[config.mk]
export PLATFORM = sky130hd
export DESIGN_NAME = qgbh_mac
export DESIGN_NICKNAME = d
export VERILOG_FILES = /design/src/hdl/qgbh_pkg.sv /design/src/hdl/qgbh_mac.sv
export SDC_FILE = /design/constraint.sdc
export NUM_CORES = 1
export LEC_CHECK = 0
export ABC_AREA = 1
export BUFFER_PORTS_ARGS = -buffer_cell sky130_fd_sc_hd__clkbuf_2
export CAP_MARGIN = 0
export CORE_MARGIN = 4
export CORE_UTILIZATION = 45
export DETAILED_ROUTE_END_ITERATION = 10
export PLACE_DENSITY = 0.68
export SYNTH_ARGS = -nofsm -noshare
export SYNTH_HDL_FRONTEND = slang
export SYNTH_SLANG_ARGS = --single-unit
[constraint.sdc]
create_clock -name vclk -period 4.1
set_input_delay 0.41 -clock vclk [all_inputs]
set_output_delay 0.41 -clock vclk [all_outputs]
set_load 0.02 [all_outputs]
[src/hdl/qgbh_pkg.sv]
// Shared types and constants for the quantized grid with bounded cell history.
// Used by the top level, the multiply-add unit and the port checker.
package qgbh_pkg;

  localparam int COORD_W    = 16;
  localparam int DATA_W     = 32;
  localparam int CELL_OUT_W = 6;
  localparam int ENTRY_W    = 3 * COORD_W + DATA_W;
  localparam int SIDE_REG_W = 3;
  localparam int CAP_REG_W  = 4;
  localparam int PADDR_W    = 3;
  localparam int PDATA_W    = 32;

  typedef enum logic {
    CMD_PUSH = 1'b0,
    CMD_READ = 1'b1
  } cmd_t;

  typedef enum logic {
    REG_GRID_SIDE     = 1'b0,
    REG_CELL_CAPACITY = 1'b1
  } reg_idx_t;

  localparam logic [SIDE_REG_W-1:0] GRID_SIDE_RESET     = 3'd4;
  localparam logic [CAP_REG_W-1:0]  CELL_CAPACITY_RESET = 4'd8;

endpackage

[src/hdl/qgbh_mac.sv]
// Shared multiply-add unit: x * m + addend, one product per cycle.
// Serves both coordinate quantizing and cell index accumulation; uses qgbh_pkg.
module qgbh_mac #(
  parameter int M_W = 3
) (
  input  logic [qgbh_pkg::COORD_W-1:0]     x,
  input  logic [M_W-1:0]                   m,
  input  logic [M_W-1:0]                   addend,
  output logic [qgbh_pkg::COORD_W+M_W-1:0] sum
);

  localparam int P_W = qgbh_pkg::COORD_W + M_W;

  assign sum = P_W'(x) * P_W'(m) + P_W'(addend);

endmodule

==> results.sh, run 1 <==
export IMPL_area_delta_synth_final_pct=13.23
export IMPL_grt_max_degree=17
export IMPL_die_x_um=72.67
export IMPL_combPwrFrac=1.000
export IMPL_whs_ns=1.175
export IMPL_hold_path_class="input pin to primary output"
export IMPL_synthesis_nets=391
export IMPL_io_pins=41
export IMPL_routedWlPerCell_um=10.08
export IMPL_grt_pass1_vias=1684
export IMPL_crit_top_cell="nand2_1"
export IMPL_track_usage=0.1571
export IMPL_critPathKind="input pin to primary output"
export IMPL_postCtsHoldBufs=0
export IMPL_start_kind="input pin"
export IMPL_pwr_share_clk=0
export IMPL_cp_cell_sequence="clkbuf_2 -> nand2_1 -> fa_1 -> inv_1 -> fa_1 -> inv_1 -> fa_1 -> o21ai_2 -> nand2_1 -> nand2_2 -> nand2_1 -> nand2_1 -> nand2_1 -> nand2_1 -> clkbuf_2"
export IMPL_die_h_um=72.67
export IMPL_slowest_delay_ns=0.56
export IMPL_cp_required_ns=3.69
export IMPL_drtPass1Iterations=4
export IMPL_p_total_uw=465.7
export IMPL_timing_max_transition_violations_final=0
export IMPL_drv_cap=0
export IMPL_finalHoldViolations=0
export IMPL_diodes=0
export IMPL_grt_first_pass_wirelength_um=7031
export IMPL_hp_start="addend[0]"
export IMPL_postCtsSetupBuffers=0
export IMPL_place_area_um2=2131
export IMPL_p_per_area_nw_per_um2=218.5
export IMPL_p_sw_uw=300.0
export IMPL_finalCritPeriodShare=0.9050
export IMPL_n_clock_buffer=0
export IMPL_tns_ns=0
export IMPL_regArea_um2=0
export IMPL_setup_viol=0
export IMPL_arrival_ns=3.30
export IMPL_slowest_stage="fa_1"
export IMPL_final_util=0.5289
export IMPL_synth_avg_cell_area_um2=5.936
export IMPL_tightest_slew_ns=0.3286
export IMPL_netlist_instances=317
export IMPL_drc=0
export IMPL_netlist_area_um2=1882
export IMPL_dp_hpwl_um=3722
export IMPL_seqPwrFrac=0
export IMPL_p_sw_frac=0.6442
export IMPL_max_slew_margin=0.7786
export IMPL_antenna_found_initial=0
export IMPL_seq_cells=0
export IMPL_period_minus_slack_ns=3.710
export IMPL_io_buffers=41
export IMPL_ant_nets=0
export IMPL_synth_cell_types=19
export IMPL_cp_max_fo=16
export IMPL_leakagePower_nw=1.554
export IMPL_synth_warning_count=0
export IMPL_outcome="complete, no violations"
export IMPL_placementRows=23
export IMPL_core_um2=4029
export IMPL_ir_drop_v=0.0001591
export IMPL_critPathBufInv=4
export IMPL_multi_input_area_um2=1585
export IMPL_cts_resized=0
export IMPL_fill_cells=447
export IMPL_critPathLaunch="m[2]"
export IMPL_initial_core_util=0.4671
export IMPL_cp_end_kind="primary output"
export IMPL_wirelength_um=4062
export IMPL_crit_family="adder cells"
export IMPL_rsz0062_at_grt="false"
export IMPL_dr_first_iter_drc_count=77
export IMPL_overflow=0
export IMPL_vias=1850
export IMPL_via_per_inst=4.591
export IMPL_clock_fmax_ghz=0.2695
export IMPL_synth_seq_area_share=0
export IMPL_drive_gt1_frac=0.1360
export IMPL_finalInstanceArea_um2=2131
export IMPL_finalNetCount=429
export IMPL_gp_congestion=0.7971
export IMPL_internal_power_uw=165.7
export IMPL_die_area_um2=5280
-- per-stage QoR --
stage,instances,worst slack [ns]
finish,403,0.3895
global route,403,0.1496
CTS,403,0.3557
detailed placement,403,0.3742
global placement,403,0.4061
floorplan,317,0.4632
-- per-layer routing --
layer | up-vias | GRT usage | wire, um
met1 | 800 | 0.2389 | 2124
met4 | 0 | 0 | 0
met2 | 26 | 0.2635 | 1784
met5 | - | 0 | 0
met3 | 0 | 0.004132 | 153
li1 | 1024 | - | -
-- cell families (layout without fill, tap and decap cells) --
family / count (synthesis) / count (layout) / synth area share
and+or+nand+nor: 155 / 155 / 0.3285
buffers and inverters: 78 / 114 / 0.1576
adders and majority gates: 52 / 52 / 0.4096
xor gates and xnor gates: 8 / 8 / 0.03724
AOI/OAI and AO/OA: 24 / 24 / 0.06716
-- final cells by class --
type,instances,area share
inverter,72,0.1268
multi-input combinational,239,0.7440
tap,50,0.02936
timing repair buffer,42,0.09982
-- worst paths after layout --
| check | cells past startpoint | to |
|---|---|---|
| setup / recovery | 15 | sum[13] |
| hold / removal | 3 | sum[0] |
-- placed cells by master (no fill, tap or decap) --
master    netlist  final
nand2_1       118    118
inv_1          72     72
clkbuf_2        0     41
ha_1           36     36
nor2_1         17     17
a21oi_1        16     16
fa_1           16     16
nand3_1        11     11
o21ai_0         6      6
xor2_1          6      6
nand2_2         3      3
nor3_1          3      3
xnor2_1         2      2
nor2_2          1      1
nand3_2         1      1
and2_1          1      1
o21ai_2         1      1
o21bai_1        1      1
buf_4           0      1
-- synth_stat cells --
master    instances  share of area
nand3_2           1         0.0053
nand2_1         118           0.24
nand3_1          11          0.029
buf_2             3         0.0080
o21ai_0           6          0.016
nor3_1            3         0.0080
ha_1             36           0.24
fa_1             16           0.17
xnor2_1           2         0.0093
clkbuf_1          3         0.0060
xor2_1            6          0.028
a21oi_1          16          0.043
o21ai_2           1         0.0047
nor2_2            1         0.0033
nand2_2           3          0.010
inv_1            72           0.14
nor2_1           17          0.034
o21bai_1          1         0.0040
and2_1            1         0.0033
-- power by group through the flow --
stage	combinational, mW	sequential (mW)	clock (mW)
floorplan	0.340	0	0
global route	0.524	0	0
detailed placement	0.467	0	0
CTS	0.471	0	0
global placement	0.463	0	0
finish	0.466	0	0
Power figures use the tool's default switching activity.
==> inputs of run 2 (changes only) <==
--- a/config.mk
+++ b/config.mk
@@ -5,7 +5,6 @@
 export SDC_FILE = /design/constraint.sdc
 export NUM_CORES = 1
 export LEC_CHECK = 0
-export ABC_AREA = 1
 export BUFFER_PORTS_ARGS = -buffer_cell sky130_fd_sc_hd__clkbuf_2
 export CAP_MARGIN = 0
 export CORE_MARGIN = 4
==> run 2 against run 1 <==
Against the previous run: cell count decreased by 22%; routed wire length decreased by 2.0%; via count decreased by 7.4%; clock-buffer cell count is the same; fmax shrank 3.8%; combinational power increased by 8.2%; die area decreased by 0.59%; utilization grew 0.51 points.
==> results.sh, run 2 <==
export IMPL_internal_power_uw=195.0
export IMPL_routedWlPerCell_um=12.60
export IMPL_max_slew_margin=0.7165
export IMPL_vias=1714
export IMPL_antenna_found_initial=0
export IMPL_outcome="complete, no violations"
export IMPL_die_area_um2=5249
export IMPL_synthTopCellsByCount="43 x and2_1, 36 x ha_1, 21 x nand2_1"
export IMPL_seq_cells=0
export IMPL_synth_cell_types=45
export IMPL_via_per_inst=5.424
export IMPL_ir_drop_v=0.00009769
export IMPL_gp_congestion=0.8023
export IMPL_p_sw_uw=309.1
export IMPL_drtPass1Iterations=4
export IMPL_area_delta_synth_final_pct=14.26
export IMPL_netlist_area_um2=1869
export IMPL_critPathKind="input pin to primary output"
export IMPL_p_sw_frac=0.6132
export IMPL_timing_max_transition_violations_final=0
export IMPL_io_buffers=41
export IMPL_clock_fmax_ghz=0.2592
export IMPL_synth_top_cell_by_area="ha_1"
export IMPL_yosysMostFrequentCell="and2_1"
export IMPL_p_per_area_nw_per_um2=236.1
export IMPL_seqPwrFrac=0
export IMPL_cts_resized=0
export IMPL_layout_commonest_cell="and2_1"
export IMPL_start_kind="input pin"
export IMPL_postCtsHoldBufs=0
export IMPL_hold_path_class="input pin to primary output"
export IMPL_core_um2=4000
export IMPL_dp_cells=316
export IMPL_diodes=0
export IMPL_tns_ns=0
export IMPL_drc=0
export IMPL_dp_hpwl_um=3566
export IMPL_grt_pass1_vias=1637
export IMPL_placementRows=23
export IMPL_synth_warning_count=0
export IMPL_pwr_share_clk=0
export IMPL_postCtsSetupBuffers=0
export IMPL_finalNetCount=342
export IMPL_leakagePower_nw=1.110
export IMPL_setup_ws_ns=0.2419
export IMPL_overflow=0
export IMPL_dr_first_iter_drc_count=22
export IMPL_finalCritPeriodShare=0.9410
export IMPL_die_x_um=72.45
export IMPL_drv_cap=0
export IMPL_tightest_slew_ns=0.4197
export IMPL_grt_first_pass_wirelength_um=6913
export IMPL_p_total_uw=504.2
export IMPL_cp_required_ns=3.69
export IMPL_setup_viol=0
export IMPL_synthesis_nets=302
export IMPL_netlist_instances=228
export IMPL_n_clock_buffer=0
export IMPL_initial_core_util=0.4673
export IMPL_arrival_ns=3.45
export IMPL_cp_max_fo=6
export IMPL_yosys_area_top_type_share=0.2410
export IMPL_synth_seq_area_share=0
export IMPL_final_util=0.5339
export IMPL_netlist_top_cells_area="ha_1 24%, fa_1 17%, and2_1 14%"
export IMPL_regArea_um2=0
export IMPL_combPwrFrac=1.000
export IMPL_synth_avg_cell_area_um2=8.199
export IMPL_final_cell_mix="43 x and2_1, 41 x clkbuf_2, 36 x ha_1"
export IMPL_ant_nets=0
export IMPL_wirelength_um=3981
export IMPL_die_h_um=72.45
export IMPL_track_usage=0.1526
export IMPL_finalHoldViolations=0
export IMPL_instances_no_fill=316
export IMPL_dpl_worst_slack_ns=0.2420
export IMPL_rsz0062_at_grt="false"
export IMPL_io_pins=41
export IMPL_period_minus_slack_ns=3.858
export IMPL_cp_end_kind="primary output"
export IMPL_grt_max_degree=16
export IMPL_drive_gt1_frac=0.2105
-- run 2: power by group through the flow --
stage,Sequential [mW],Combinational (mW),Clock (mW)
finish,0,0.504,0
global route,0,0.561,0
CTS,0,0.511,0
detailed placement,0,0.508,0
global placement,0,0.504,0
floorplan,0,0.374,0
-- run 2: worst max-delay path, stage by stage --
cell       delay [ns]
clkbuf_2         0.14
nand2_1          0.09
fa_1             0.53
inv_1            0.05
fa_1             0.52
inv_1            0.06
fa_1             0.44
nor2b_1          0.17
o211ai_1         0.18
a21oi_2          0.27
o2111ai_1        0.15
a211oi_1         0.22
clkbuf_2         0.21
-- run 2: routing by layer --
| layer | vias up | wire length [um] | GRT usage |
|---|---|---|---|
| li1 | 876 | - | - |
| met1 | 805 | 1794 | 0.2081 |
| met2 | 31 | 2028 | 0.2841 |
| met3 | 2 | 141 | 0.001385 |
| met4 | 0 | 16 | 0.006148 |
| met5 | - | 0 | 0 |
-- run 2: worst paths after layout --
path              slack, ns       from  endpoint  depth (start not counted)
setup / recovery       0.24       m[2]   sum[17]                         13
hold / removal         1.17  addend[0]    sum[0]                          3
-- run 2: stage by stage --
step	hold slack, ns	area, um2
global placement	1.170	2136
floorplan	1.030	1869
CTS	1.172	2136
detailed placement	1.171	2136
global route	1.192	2136
finish	1.168	2136
-- run 2: cell type report --
| cell class | instances | area (um2) |
|---|---|---|
| Tap cell | 50 | 62.56 |
| Timing Repair Buffer | 45 | 235.2 |
| Inverter | 14 | 52.55 |
| Multi-Input combinational cell | 207 | 1785 |
| Fill cell | 403 | 1864 |
-- run 2: kinds of logic after synthesis --
family / after synthesis / share of synthesized area
compound gates: 52 / 0.2182
xor+xnor: 13 / 0.06091
fa+ha+maj: 52 / 0.4123
buf+inv: 21 / 0.04485
mux: 3 / 0.01673
simple gates: 87 / 0.2470
